--- config.mk ---
export PLATFORM = sky130hd
export DESIGN_NAME = positional_list_buffer_top
export DESIGN_NICKNAME = d
export VERILOG_FILES = /design/src/sv/plb_pkg.sv /design/src/sv/plb_cell.sv /design/src/sv/plb_ctrl.sv /design/src/sv/positional_list_buffer_top.sv
export SDC_FILE = /design/constraint.sdc
export NUM_CORES = 1
export LEC_CHECK = 0
export ABC_AREA = 1
export BUFFER_PORTS_ARGS = -buffer_cell sky130_fd_sc_hd__buf_2
export CORE_MARGIN = 2
export CORE_UTILIZATION = 35
export CTS_CLUSTER_DIAMETER = 40
export DETAILED_ROUTE_END_ITERATION = 7
export GPL_TIMING_DRIVEN = 0
export SLEW_MARGIN = 20
export SYNTH_ARGS = -nofsm -noshare
export SYNTH_HDL_FRONTEND = slang
export SYNTH_HIERARCHICAL = 1
export SYNTH_SLANG_ARGS = --single-unit
--- constraint.sdc ---
create_clock -name i_clk -period 11.4 [get_ports i_clk]
set_clock_uncertainty 0.15 [all_clocks]
set_input_delay 0 -clock i_clk [delete_from_list [all_inputs] [get_ports i_clk]]
set_output_delay 0 -clock i_clk [all_outputs]
set_load 0.01 [all_outputs]
--- src/sv/plb_pkg.sv ---
// Package for the positional list buffer: sizes, codes and shared types.
package plb_pkg;

    // List size and derived widths
    localparam int CAPACITY = 16;
    localparam int IDX_W    = $clog2(CAPACITY);
    localparam int CNT_W    = $clog2(CAPACITY + 1);

    // Field widths
    localparam int CMD_W    = 4;
    localparam int VALUE_W  = 32;
    localparam int POS_W    = 8;
    localparam int STATUS_W = 2;
    localparam int ENTRY_W  = 5;

    // Width for position compares against count + 1
    localparam int CMP_W = ((POS_W > CNT_W) ? POS_W : CNT_W) + 1;

    // Stream packing
    localparam int IN_TDATA_W  = ((VALUE_W + POS_W + 7) / 8) * 8;
    localparam int IN_TUSER_W  = CMD_W;
    localparam int OUT_TDATA_W = ((VALUE_W + ENTRY_W + 7) / 8) * 8;
    localparam int OUT_TUSER_W = STATUS_W;
    localparam int OUT_CNT_LO  = VALUE_W;
    localparam int OUT_CNT_HI  = VALUE_W + ENTRY_W - 1;

    // Command codes
    typedef enum logic [CMD_W-1:0] {
        CMD_INS_FRONT = 4'd0,
        CMD_INS_END   = 4'd1,
        CMD_INS_POS   = 4'd2,
        CMD_DEL_FRONT = 4'd3,
        CMD_DEL_END   = 4'd4,
        CMD_DEL_POS   = 4'd5,
        CMD_SHOW      = 4'd6,
        CMD_REVERSE   = 4'd7,
        CMD_CLEAR     = 4'd8
    } t_cmd;

    // Result status codes
    typedef enum logic [STATUS_W-1:0] {
        STAT_OK     = 2'd0,
        STAT_BADPOS = 2'd1,
        STAT_EMPTY  = 2'd2,
        STAT_FULL   = 2'd3
    } t_status;

    // Per-cell operation
    typedef enum logic [1:0] {
        CELL_HOLD,
        CELL_LOAD,
        CELL_FROM_LEFT,
        CELL_FROM_RIGHT
    } t_cell_op;

    // Edit applied to the whole chain
    typedef enum logic [1:0] {
        EDIT_NONE,
        EDIT_INS,
        EDIT_DEL
    } t_edit;

    // Controller states
    typedef enum logic {
        S_IDLE,
        S_SHOW
    } t_state;

    // Controller to chain
    typedef struct packed {
        t_edit              kind;
        logic [IDX_W-1:0]   idx;
        logic [VALUE_W-1:0] value;
        logic [IDX_W-1:0]   rd_idx;
    } t_chain_ctl;

endpackage

--- src/sv/plb_cell.sv ---
// One storage cell of the list chain.
module plb_cell (
    input  logic                        i_clk,
    input  plb_pkg::t_cell_op           i_op,
    input  logic [plb_pkg::VALUE_W-1:0] i_load,
    input  logic [plb_pkg::VALUE_W-1:0] i_left,
    input  logic [plb_pkg::VALUE_W-1:0] i_right,
    output logic [plb_pkg::VALUE_W-1:0] o_value
);
    import plb_pkg::*;

    logic [VALUE_W-1:0] r_value;
    logic [VALUE_W-1:0] n_value;

    // Next value: hold, load, or take from a neighbor
    always_comb begin
        unique case (i_op)
            CELL_HOLD:       n_value = r_value;
            CELL_LOAD:       n_value = i_load;
            CELL_FROM_LEFT:  n_value = i_left;
            CELL_FROM_RIGHT: n_value = i_right;
            default:         n_value = r_value;
        endcase
    end

    always_ff @(posedge i_clk) begin
        r_value <= n_value;
    end

    assign o_value = r_value;

endmodule

--- src/sv/plb_ctrl.sv ---
// Command decoder, count, display sequencer and output register.
module plb_ctrl (
    input  logic                            i_clk,
    input  logic                            i_rst_n,
    input  logic                            i_s_valid,
    output logic                            o_s_ready,
    input  logic [plb_pkg::CMD_W-1:0]       i_cmd,
    input  logic [plb_pkg::VALUE_W-1:0]     i_value,
    input  logic [plb_pkg::POS_W-1:0]       i_pos,
    output logic                            o_m_valid,
    input  logic                            i_m_ready,
    output logic [plb_pkg::STATUS_W-1:0]    o_m_status,
    output logic [plb_pkg::VALUE_W-1:0]     o_m_value,
    output logic [plb_pkg::ENTRY_W-1:0]     o_m_count,
    output logic                            o_m_last,
    output plb_pkg::t_chain_ctl             o_chain,
    input  logic [plb_pkg::VALUE_W-1:0]     i_rd_value
);
    import plb_pkg::*;

    t_state              r_state, n_state;
    logic [CNT_W-1:0]    r_count, n_count;
    logic [IDX_W-1:0]    r_i, n_i;
    logic                r_dir, n_dir;
    logic                r_m_valid, n_m_valid;
    t_status             r_m_status, n_m_status;
    logic [VALUE_W-1:0]  r_m_value, n_m_value;
    logic [ENTRY_W-1:0]  r_m_count, n_m_count;
    logic                r_m_last, n_m_last;

    logic                slot_free;
    logic                s_ready;
    logic                load;
    t_status             res_status;
    logic [VALUE_W-1:0]  res_value;
    logic                res_last;
    logic [CMP_W-1:0]    pos_ext;
    logic [CMP_W-1:0]    cnt_ext;
    logic [IDX_W-1:0]    pos_idx;
    logic [IDX_W-1:0]    last_idx;
    logic                is_full;
    logic                is_empty;
    t_cmd                cmd;

    // Control registers
    always_ff @(posedge i_clk) begin
        if (!i_rst_n) begin
            r_state   <= S_IDLE;
            r_count   <= '0;
            r_i       <= '0;
            r_dir     <= 1'b0;
            r_m_valid <= 1'b0;
        end else begin
            r_state   <= n_state;
            r_count   <= n_count;
            r_i       <= n_i;
            r_dir     <= n_dir;
            r_m_valid <= n_m_valid;
        end
    end

    // Output payload register
    always_ff @(posedge i_clk) begin
        r_m_status <= n_m_status;
        r_m_value  <= n_m_value;
        r_m_count  <= n_m_count;
        r_m_last   <= n_m_last;
    end

    // Shared decode terms
    assign cmd      = t_cmd'(i_cmd);
    assign pos_ext  = CMP_W'(i_pos);
    assign cnt_ext  = CMP_W'(r_count);
    assign pos_idx  = IDX_W'(i_pos - POS_W'(1));
    assign last_idx = IDX_W'(r_count - CNT_W'(1));
    assign is_full  = (r_count == CNT_W'(CAPACITY));
    assign is_empty = (r_count == '0);

    // Next state, chain edit and result
    always_comb begin
        n_state    = r_state;
        n_count    = r_count;
        n_i        = r_i;
        n_dir      = r_dir;
        n_m_valid  = r_m_valid && !i_m_ready;
        n_m_status = r_m_status;
        n_m_value  = r_m_value;
        n_m_count  = r_m_count;
        n_m_last   = r_m_last;

        o_chain.kind   = EDIT_NONE;
        o_chain.idx    = '0;
        o_chain.value  = i_value;
        o_chain.rd_idx = '0;

        slot_free  = !r_m_valid || i_m_ready;
        s_ready    = 1'b0;
        load       = 1'b0;
        res_status = STAT_OK;
        res_value  = '0;
        res_last   = 1'b1;

        unique case (r_state)
            S_IDLE: begin
                s_ready = slot_free;
                if (s_ready && i_s_valid) begin
                    load = 1'b1;
                    unique case (cmd)
                        CMD_INS_FRONT, CMD_INS_END, CMD_INS_POS: begin
                            if (cmd == CMD_INS_POS &&
                                (pos_ext == '0 || pos_ext > cnt_ext + CMP_W'(1))) begin
                                res_status = STAT_BADPOS;
                            end else if (is_full) begin
                                res_status = STAT_FULL;
                            end else begin
                                o_chain.kind = EDIT_INS;
                                if (cmd == CMD_INS_FRONT) begin
                                    o_chain.idx = '0;
                                end else if (cmd == CMD_INS_END) begin
                                    o_chain.idx = IDX_W'(r_count);
                                end else begin
                                    o_chain.idx = pos_idx;
                                end
                                n_count = r_count + CNT_W'(1);
                            end
                        end
                        CMD_DEL_FRONT, CMD_DEL_END, CMD_DEL_POS: begin
                            if (is_empty) begin
                                res_status = STAT_EMPTY;
                            end else if (cmd == CMD_DEL_POS &&
                                         (pos_ext == '0 || pos_ext > cnt_ext)) begin
                                res_status = STAT_BADPOS;
                            end else begin
                                o_chain.kind = EDIT_DEL;
                                if (cmd == CMD_DEL_FRONT) begin
                                    o_chain.idx = '0;
                                end else if (cmd == CMD_DEL_END) begin
                                    o_chain.idx = last_idx;
                                end else begin
                                    o_chain.idx = pos_idx;
                                end
                                o_chain.rd_idx = o_chain.idx;
                                res_value      = i_rd_value;
                                n_count        = r_count - CNT_W'(1);
                            end
                        end
                        CMD_SHOW, CMD_REVERSE: begin
                            if (is_empty) begin
                                res_status = STAT_EMPTY;
                            end else begin
                                // elements go out from the display state
                                load    = 1'b0;
                                n_state = S_SHOW;
                                n_i     = '0;
                                n_dir   = (cmd == CMD_REVERSE);
                            end
                        end
                        CMD_CLEAR: begin
                            n_count = '0;
                        end
                        default: begin
                            // undefined command: plain ok result
                        end
                    endcase
                end
            end
            S_SHOW: begin
                if (slot_free) begin
                    load           = 1'b1;
                    o_chain.rd_idx = r_dir ? (last_idx - r_i) : r_i;
                    res_value      = i_rd_value;
                    res_last       = (r_i == last_idx);
                    n_i            = r_i + IDX_W'(1);
                    if (res_last) begin
                        n_state = S_IDLE;
                    end
                end
            end
            default: begin
                n_state = S_IDLE;
            end
        endcase

        // Load the output register
        if (load) begin
            n_m_valid  = 1'b1;
            n_m_status = res_status;
            n_m_value  = res_value;
            n_m_count  = ENTRY_W'(n_count);
            n_m_last   = res_last;
        end
    end

    assign o_s_ready  = s_ready;
    assign o_m_valid  = r_m_valid;
    assign o_m_status = r_m_status;
    assign o_m_value  = r_m_value;
    assign o_m_count  = r_m_count;
    assign o_m_last   = r_m_last;

endmodule

--- src/sv/positional_list_buffer_top.sv ---
// Positional list buffer: a row of value cells with a command controller.
// Usage:
//   Input beats carry one command each: s_axis_tuser holds the command,
//   s_axis_tdata the value to insert and the 1-based position.
//   Every command gives one output beat, except a display of a non-empty
//   list, which gives one beat per element with m_axis_tlast on the final one.
//   m_axis_tuser carries the status, m_axis_tdata the deleted or displayed
//   value and the element count after the command.
// Timing:
//   Inserts and deletes shift the whole cell row at acceptance; clear only
//   resets the count. The result is in the output register in the cycle after
//   acceptance; such commands may follow each other every cycle unless a
//   result stalls. A display enters the display state, then loads one element
//   per cycle unless stalled; no command is accepted until its last beat loads.
// Reset:
//   The count clears and the output register empties; cell contents are not
//   cleared and are never shown until written.
// Stalls:
//   A result held by a low m_axis_tready keeps s_axis_tready low and pauses
//   a display in progress; nothing is dropped.
module positional_list_buffer_top (
    input  logic                                i_clk,
    input  logic                                i_rst_n,
    input  logic                                s_axis_tvalid,
    output logic                                s_axis_tready,
    // item_value [31:0], position [39:32]
    input  logic [plb_pkg::IN_TDATA_W-1:0]      s_axis_tdata,
    // cmd [3:0]
    input  logic [plb_pkg::IN_TUSER_W-1:0]      s_axis_tuser,
    output logic                                m_axis_tvalid,
    input  logic                                m_axis_tready,
    // out_value [31:0], entry_count [36:32], zero fill above
    output logic [plb_pkg::OUT_TDATA_W-1:0]     m_axis_tdata,
    // status [1:0]
    output logic [plb_pkg::OUT_TUSER_W-1:0]     m_axis_tuser,
    // last_result
    output logic                                m_axis_tlast
);
    import plb_pkg::*;

    t_chain_ctl          chain;
    logic [VALUE_W-1:0]  cell_val [CAPACITY];
    t_cell_op            cell_op  [CAPACITY];
    logic [VALUE_W-1:0]  rd_value;
    logic [STATUS_W-1:0] m_status;
    logic [VALUE_W-1:0]  m_value;
    logic [ENTRY_W-1:0]  m_count;

    // Controller
    plb_ctrl u_ctrl (
        .i_clk      (i_clk),
        .i_rst_n    (i_rst_n),
        .i_s_valid  (s_axis_tvalid),
        .o_s_ready  (s_axis_tready),
        .i_cmd      (s_axis_tuser[CMD_W-1:0]),
        .i_value    (s_axis_tdata[VALUE_W-1:0]),
        .i_pos      (s_axis_tdata[VALUE_W+POS_W-1:VALUE_W]),
        .o_m_valid  (m_axis_tvalid),
        .i_m_ready  (m_axis_tready),
        .o_m_status (m_status),
        .o_m_value  (m_value),
        .o_m_count  (m_count),
        .o_m_last   (m_axis_tlast),
        .o_chain    (chain),
        .i_rd_value (rd_value)
    );

    // Cell row: insert shifts toward the end, delete toward the front
    for (genvar g = 0; g < CAPACITY; g++) begin : g_cell
        localparam logic [IDX_W-1:0] MY_IDX = IDX_W'(g);
        logic [VALUE_W-1:0] left_val;
        logic [VALUE_W-1:0] right_val;

        if (g == 0) begin : g_first
            assign left_val = '0;
        end else begin : g_mid_l
            assign left_val = cell_val[g-1];
        end
        if (g == CAPACITY - 1) begin : g_last
            assign right_val = '0;
        end else begin : g_mid_r
            assign right_val = cell_val[g+1];
        end

        always_comb begin
            cell_op[g] = CELL_HOLD;
            if (chain.kind == EDIT_INS) begin
                if (MY_IDX == chain.idx) begin
                    cell_op[g] = CELL_LOAD;
                end else if (MY_IDX > chain.idx) begin
                    cell_op[g] = CELL_FROM_LEFT;
                end
            end else if (chain.kind == EDIT_DEL) begin
                if (MY_IDX >= chain.idx) begin
                    cell_op[g] = CELL_FROM_RIGHT;
                end
            end
        end

        plb_cell u_cell (
            .i_clk   (i_clk),
            .i_op    (cell_op[g]),
            .i_load  (chain.value),
            .i_left  (left_val),
            .i_right (right_val),
            .o_value (cell_val[g])
        );
    end

    // Read bus: the selected cell drives the value
    always_comb begin
        rd_value = '0;
        for (int k = 0; k < CAPACITY; k++) begin
            if (chain.rd_idx == IDX_W'(k)) begin
                rd_value = rd_value | cell_val[k];
            end
        end
    end

    assign m_axis_tdata = OUT_TDATA_W'({m_count, m_value});
    assign m_axis_tuser = m_status;

endmodule

==> summary.txt, run 1 <==
Top cells by area, synth: edfxtp_1, nand3_1, nand2_1
FF-to-FF path depth: 21
CP dominant cell by count: nand2_1
YS warnings: 6
Final setup violation count: 0
IO Pins: 93
Routed WL per cell: 23.1 µm
Layout cells sized above 1: 14.3%
Sequential Power Share: 38.7%
Top_reg_cell synth: edfxtp_1
Ys async rst share: 0%
Mapped Area: 36800 µm²
Via density per instance: 5.44
Gr usage total: 26.6%
Fin crit period: 6.61 ns
Fraction of synthesized cell area in xor and xnor cells: 0.211%
Post-DP HPWL: 121000 µm
Yosys reg bits: 564
CP Capture Type: flip-flop
Multiplexer share of the synthesized area: 0%
ANT cells: 0
Worst r2r src: u_ctrl/r_count[4]
Largest net degree at the start of global routing: 41
Commonest cells post-synth: nand3_1, nand2_1, edfxtp_1, nor2_1, buf_6
Final hold violations: 0
Hold Crit Class: input pin to flip-flop
PortBufs: 57
DR iter-0 viols: 4012
CP Class: flip-flop to flip-flop
RSZ-0062 raised after global routing: false
Cells after Synth: 4549
Critical path arrival: 6.75 ns
Die Ht: 328 µm
Leakage power: 18.1 nW
Slowest stage delay, CP: 0.60 ns
Fmax achieved: 0.151 GHz
Combinational family with the most area after synthesis: simple AND/OR/NAND/NOR gates
Switching power: 1.59 mW
Number of global-route vias before repair: 32000
RePlAce Congestion: 0.993
Worst Hold Endpoint: u_ctrl/r_count[2]
Worst-path fanout max: 32
Antenna Nets Post-Route: 0
Clock power share: 53.5%
Clk_lat worst skew: 0.69 ns
1st-pass router iterations: 6
Yosys top cell by area: edfxtp_1
Die ar.: 108000 µm²
Simple-gate share of the synthesized area: 40.5%
Setup ws final: 4.79 ns
Count of flip-flops with a built-in enable after synthesis: 552
Hold Path Stages: 9
Design Area, Final: 43500 µm²
PD cells: 146 nW/µm²
Least-Margin Pin Slew: 1.17 ns
Initial antenna violation count: 0
Worst EP required: 11.54 ns
Yosys cell types: 43
Cts repair resizes: 0
Status: finished, final reports clean
Sequential-to-total area share from yosys stat: 45.8%
Total grt overflow: 0
Slew Limit Fails: 0
Setup crit start kind: flip-flop
Row cnt: 118
Net count, final: 4911
Switching Fraction: 25.0%
HP Start: s_axis_tdata[35]
Reg clk slew, reported paths: 0.04 ns
Starting density of the core: 35.4%
Relative slew slack: 21.2%
Post-Synth Adder-Cell Area: 0.701%
Max cap viols: 0
Final std cells w/o fill: 6321
Residual DRC: 0
Root buf cell: clkbuf_16
Setup WS pre-CTS: 5.44 ns
Max H-tree Level: 3
Final Core Density: 41.9%
Slowest stage cell on the critical path: nand2_2
Total number of vias: 34400
Compound-Gate Fraction of Synth Area: 1.85%
Int Pwr: 4.76 mW
Flop2flop setup slack: 4.79 ns
Top-area cell type share of the netlist area: 45.1%
CTS Buffer Depth: 3
Area Growth Syn to Fin: 18.4%
Die W: 328 µm
Syn Area/Cell: 8.08 µm²
Reg-to-reg endpoint: g_cell[1].u_cell/o_value[20]
Overall routed net length: 146000 µm
First-pass GRT wire length: 210000 µm
Core Area: 104000 µm²
Max VDD drop: 0.114 mV
CTS tree: done
Logic pwr share: 7.8%
Placed cell areas: 39100 µm²
Power, Total: 6.35 mW
Final hold slack: 0.0725 ns
Post-Route Setup TNS: 0 ns
Tcrit/Tclk final: 58.0%
Worst path cell trace: inv_1 > ha_1 > nor3_1 > dlygate4sd3_1 > nand2_1 > nand2_1 > dlygate4sd3_1 > nand2_1 > nand2_1 > nand2_4 > nor2_8 > buf_6 > inv_1 > nor2_1 > inv_1 > nor2_1 > nand2_1 > o21ai_0 > inv_1 > buf_2 > nand2_2
Num CTS Buffers: 110
CTS sink cnt: 564
DP Cell Count: 6052
Most common cell in the synthesized netlist: nand3_1
[cell families after synthesis]
| kind of cell | Yosys count |
|---|---|
| AO/OA/AOI/OAI | 109 |
| XOR/XNOR | 8 |
| adder cells (fa/ha/maj) | 20 |
| buffers and inverters | 593 |
| flip-flops | 564 |
| other | 1 |
| AND/OR/NAND/NOR | 3254 |
[layer usage]
layer	routed length, µm	up-vias	share of wire [%]	GRT usage (%)
met2	66200	1774	45	42.5
met3	12900	326	8.8	3.89
met1	60700	15800	41	35.8
met4	6520	0	4.5	11.6
met5	0	-	0	0
li1	-	16500	-	-
[registers in the layout (all words and copies together), names as in the netlist]
signal                 cells
g_cell.u_cell/o_value    512
u_ctrl/o_m_value          32
u_ctrl/o_m_count           5
u_ctrl/r_count             5
u_ctrl/r_i                 4
u_ctrl/o_m_status          2
u_ctrl/o_m_last            1
u_ctrl/o_m_valid           1
u_ctrl/r_dir               1
u_ctrl/r_state             1
[critical path, delay by kind of cell, from the launching register on]
| kind | cells | cell delay [ns] |
|---|---|---|
| AOI/OAI and AO/OA | 1 | 0.46 |
| adders and majority gates | 1 | 0.20 |
| and+or+nand+nor | 11 | 2.38 |
| DFF | 1 | 0.42 |
| buffers and inverters | 8 | 2.58 |
[layout by cell type (no fill, tap or decap), types with 3 or more instances in the layout]
cell type      instances
nand3_1             2012
nand2_1             1022
edfxtp_1             552
buf_2                182
nor2_1               169
buf_6                163
inv_1                146
clkbuf_16            111
buf_4                106
conb_1                67
dlygate4sd3_1         59
o21ai_0               35
clkbuf_1              33
o21a_1                32
a21oi_1               24
nand2_2               22
ha_1                  19
clkinv_1              18
bufinv_16             18
clkinv_2              17
inv_4                 16
inv_6                 12
dfxtp_1               12
clkinvlp_4            11
inv_2                 10
nor2_2                 9
clkinv_4               7
xor2_1                 6
o31ai_1                4
nand4_1                4
nor3_1                 4
buf_1                  3
inv_8                  3
nor2_4                 3
nand2_4                3
o21ai_1                3
[layout make-up]
cell class	count	area (µm²)
inverter	173	689
fill	10500	60300
tap	1380	1730
timing repair buffer	116	876
buffer	420	3350
clock inverter	89	1050
multi-input combinational	3458	16200
sequential	564	16800
clock buffer	121	2820
[worst max-delay path by stage]
stage                      start                           end
3_5_place_dp   u_ctrl/r_count[0]   g_cell[1].u_cell/o_value[5]
6_report       u_ctrl/r_count[4]  g_cell[1].u_cell/o_value[20]
4_1_cts        u_ctrl/r_count[4]  g_cell[1].u_cell/o_value[20]
5_1_grt        u_ctrl/r_count[4]  g_cell[1].u_cell/o_value[20]
3_3_place_gp   u_ctrl/r_count[0]   g_cell[1].u_cell/o_value[5]
2_1_floorplan  u_ctrl/r_count[0]  g_cell[15].u_cell/o_value[0]
[power by group through the flow]
| stage | clock network [mW] | registers (mW) | logic (mW) |
|---|---|---|---|
| after floorplan | 0 | 2.47 | 0.330 |
| after global placement | 0 | 2.49 | 0.454 |
| after detailed placement | 0 | 2.49 | 0.468 |
| after CTS | 3.43 | 2.45 | 0.483 |
| after global routing | 3.53 | 2.46 | 0.536 |
| final | 3.40 | 2.46 | 0.492 |
[repair_timing]
item | in CTS | in global routing
setup buffers | 0 | 0
endpoints found under the hold margin | 531 | 0
hold buffers | 59 | 0
No activity file was read; power rests on OpenSTA's default activity.
==> run 2, diff against run 1 <==
==> constraint.sdc (replaced) <==
create_clock -name i_clk -period 5.65 [get_ports i_clk]
set_clock_uncertainty 0.15 [all_clocks]
set_input_delay 0 -clock i_clk [delete_from_list [all_inputs] [get_ports i_clk]]
set_output_delay 0 -clock i_clk [all_outputs]
set_load 0.01 [all_outputs]
==> run 2 against run 1 <==
Compared with the run above: sequential cell count is the same; non-clock buffer count shrank 1; combinational power rose by 100%; via count about the same; utilization up 0.12 points; register-to-register slack got worse by 4.5 ns; fmax is 23% higher; final area rose by 0.29%; final cell count did not move; sequential share of layout area down 0.11 points; largest cell class unchanged.
==> summary.txt, run 2 (same netlist as run 1, synthesis figures left out) <==
PD cells: 294 nW/µm² (was 146 nW/µm²)
Final hold violations: 0 (unchanged)
CTS sink cnt: 564 (unchanged)
Max VDD drop: 0.228 mV (was 0.114 mV)
Most common cell after layout, fill and taps aside: nand3_1 (unchanged)
Hold Crit Class: input pin to flip-flop (unchanged)
Die ar.: 108000 µm² (unchanged)
Die W: 328 µm (unchanged)
Leakage power: 18.1 nW (about the same)
IO Pins: 93 (unchanged)
Worst-path fanout max: 10 (was 32)
Most frequent cells in the layout: nand3_1, nand2_1, edfxtp_1 (unchanged)
Core Area: 104000 µm² (unchanged)
Post-Route Setup TNS: 0 ns (unchanged)
Gr usage total: 26.6% (about the same)
Final hold slack: 0.0810 ns (was 0.0725 ns)
Tcrit/Tclk final: 94.8% (was 58.0%)
HP Start: s_axis_tdata[35] (unchanged)
Design Area, Final: 43600 µm² (was 43500 µm²)
Initial antenna violation count: 0 (unchanged)
Worst r2r src: u_ctrl/r_count[4] (unchanged)
Worst Hold Endpoint: u_ctrl/r_count[2] (unchanged)
Relative slew slack: 32.5% (was 21.2%)
Placed cell areas: 39100 µm² (unchanged)
FF-to-FF path depth: 22 (was 21)
Net count, final: 4910 (was 4911)
Worst EP required: 6.06 ns (was 11.54 ns)
Root buf cell: clkbuf_16 (unchanged)
Clk_lat worst skew: 0.69 ns (about the same)
CTS Buffer Depth: 3 (unchanged)
Slew Limit Fails: 0 (unchanged)
Post-DP HPWL: 121000 µm (unchanged)
Starting density of the core: 35.4% (unchanged)
Layout cells sized above 1: 14.4% (was 14.3%)
Antenna Nets Post-Route: 0 (unchanged)
Status: finished, final reports clean (unchanged)
DR iter-0 viols: 4010 (was 4012)
Num CTS Buffers: 110 (unchanged)
Critical path arrival: 5.76 ns (was 6.75 ns)
Final setup violation count: 0 (unchanged)
Die Ht: 328 µm (unchanged)
CTS tree: done (unchanged)
Fmax achieved: 0.187 GHz (was 0.151 GHz)
Area Growth Syn to Fin: 18.8% (was 18.4%)
Residual DRC: 0 (unchanged)
Fin crit period: 5.35 ns (was 6.61 ns)
Largest register FFs: 512 (unchanged)
Total grt overflow: 0 (unchanged)
CP Class: flip-flop to flip-flop (unchanged)
1st-pass router iterations: 6 (unchanged)
First-pass GRT wire length: 210000 µm (about the same)
Largest net degree at the start of global routing: 41 (unchanged)
Max cap viols: 0 (unchanged)
Flop2flop setup slack: 0.30 ns (was 4.79 ns)
Total number of vias: 34400 (about the same)
CP Capture Type: flip-flop (unchanged)
Routed WL per cell: 23.2 µm (was 23.1 µm)
Overall routed net length: 147000 µm (was 146000 µm)
RePlAce Congestion: 0.993 (unchanged)
Row cnt: 118 (unchanged)
Setup crit start kind: flip-flop (unchanged)
Max H-tree Level: 3 (unchanged)
RSZ-0062 raised after global routing: false (unchanged)
Least-Margin Pin Slew: 1.00 ns (was 1.17 ns)
Reg clk slew, reported paths: 0.06 ns (was 0.04 ns)
PortBufs: 57 (unchanged)
Via density per instance: 5.44 (about the same)
Post-CTS Setup Bufs: 0 (unchanged)
Number of global-route vias before repair: 32000 (about the same)
Hold Path Stages: 9 (unchanged)
Reg-to-reg endpoint: u_ctrl/o_m_value[19] (was g_cell[1].u_cell/o_value[20])
-- run 2: cell types whose count changed in the layout (fill, tap and decap cells not counted), moves of 2 or more --
cell,previous run,this run
a21oi_2,0,2
nand2_2,22,6
o21ai_0,35,32
o21ai_1,3,5
nand2_4,3,15
nand2_8,0,4
a21oi_1,24,22
-- run 2: what timing repair did --
action | 4_1_cts | 5_1_grt
hold buffers | 58 | 0
resized for setup | 3 | 26
endpoints found under the setup margin | 64 | 512
gates cloned | 0 | 0
hold endpoints to repair | 531 | 0
-- run 2: cell type report --
class | instances | area, µm²
antenna | 1 | 2.50
sequential | 564 | 16800
tap | 1380 | 1730
clock buffer | 121 | 2820
timing repair buffer | 115 | 866
buffer | 420 | 3350
clock inverter | 89 | 1050
inverter | 173 | 689
fill | 10500 | 60100
multi-input combinational | 3458 | 16300
-- run 2: worst max-delay path by stage --
| stage | from | slack [ns] | depth (start not counted) | end |
|---|---|---|---|---|
| 2_1_floorplan | u_ctrl/r_count[0] | 1.25 | 26 | g_cell[15].u_cell/o_value[0] |
| 3_3_place_gp | u_ctrl/r_count[0] | -0.71 | 23 | g_cell[1].u_cell/o_value[6] |
| 3_5_place_dp | u_ctrl/r_count[0] | -0.31 | 23 | g_cell[1].u_cell/o_value[5] |
| 4_1_cts | u_ctrl/r_count[0] | 0.04 | 25 | g_cell[6].u_cell/o_value[13] |
| 5_1_grt | u_ctrl/r_count[0] | 0.02 | 26 | g_cell[14].u_cell/o_value[5] |
| 6_report | u_ctrl/r_count[4] | 0.30 | 22 | u_ctrl/o_m_value[19] |
-- run 2: through the flow --
step / worst slack, ns / cells / power, mW / util (%)
global route: 0.0220 / 6320 / 13.2 / 42.1
finish: 0.296 / 6321 / 12.8 / 42.1
global placement: -0.711 / 6052 / 5.95 / 37.6
floorplan: 1.25 / 4615 / 5.64 / -
detailed placement: -0.312 / 6052 / 5.98 / 37.6
CTS: 0.0421 / 6320 / 12.9 / 41.9
-- run 2: report_power, final --
group          internal [mW]  switching, mW
logic                  0.345          0.655
registers               4.82          0.136
clock network           4.44           2.41
-- run 2: metal layers --
metal  track usage [%]  vias to the layer above  wire length (µm)
met5                 0                        -                 0
li1                  -                    16500                 -
met3              3.89                      300             13400
met2              42.5                     1763             66500
met4              11.6                        0              6350
met1              35.8                    15800             60500
-- run 2: worst max-delay path, stage by stage (launching register included) --
cell and delay (ns):
dfxtp_1 0.42, inv_1 0.13, ha_1 0.32, nand3_1 0.08, nor2_1 0.12, nand4_1 0.11
nand2_1 0.09, nand2_1 0.08, nand2_1 0.18, nand2_4 0.13, nor2_4 0.13, nand3_1 0.10
o21ai_0 0.79, nand2_1 0.40, nor2_1 0.75, buf_2 0.36, nand2_1 0.07, nand2_1 0.24
nor2_1 0.09, nand2_1 0.07, inv_1 0.04, nand2_1 0.19, o21a_1 0.17
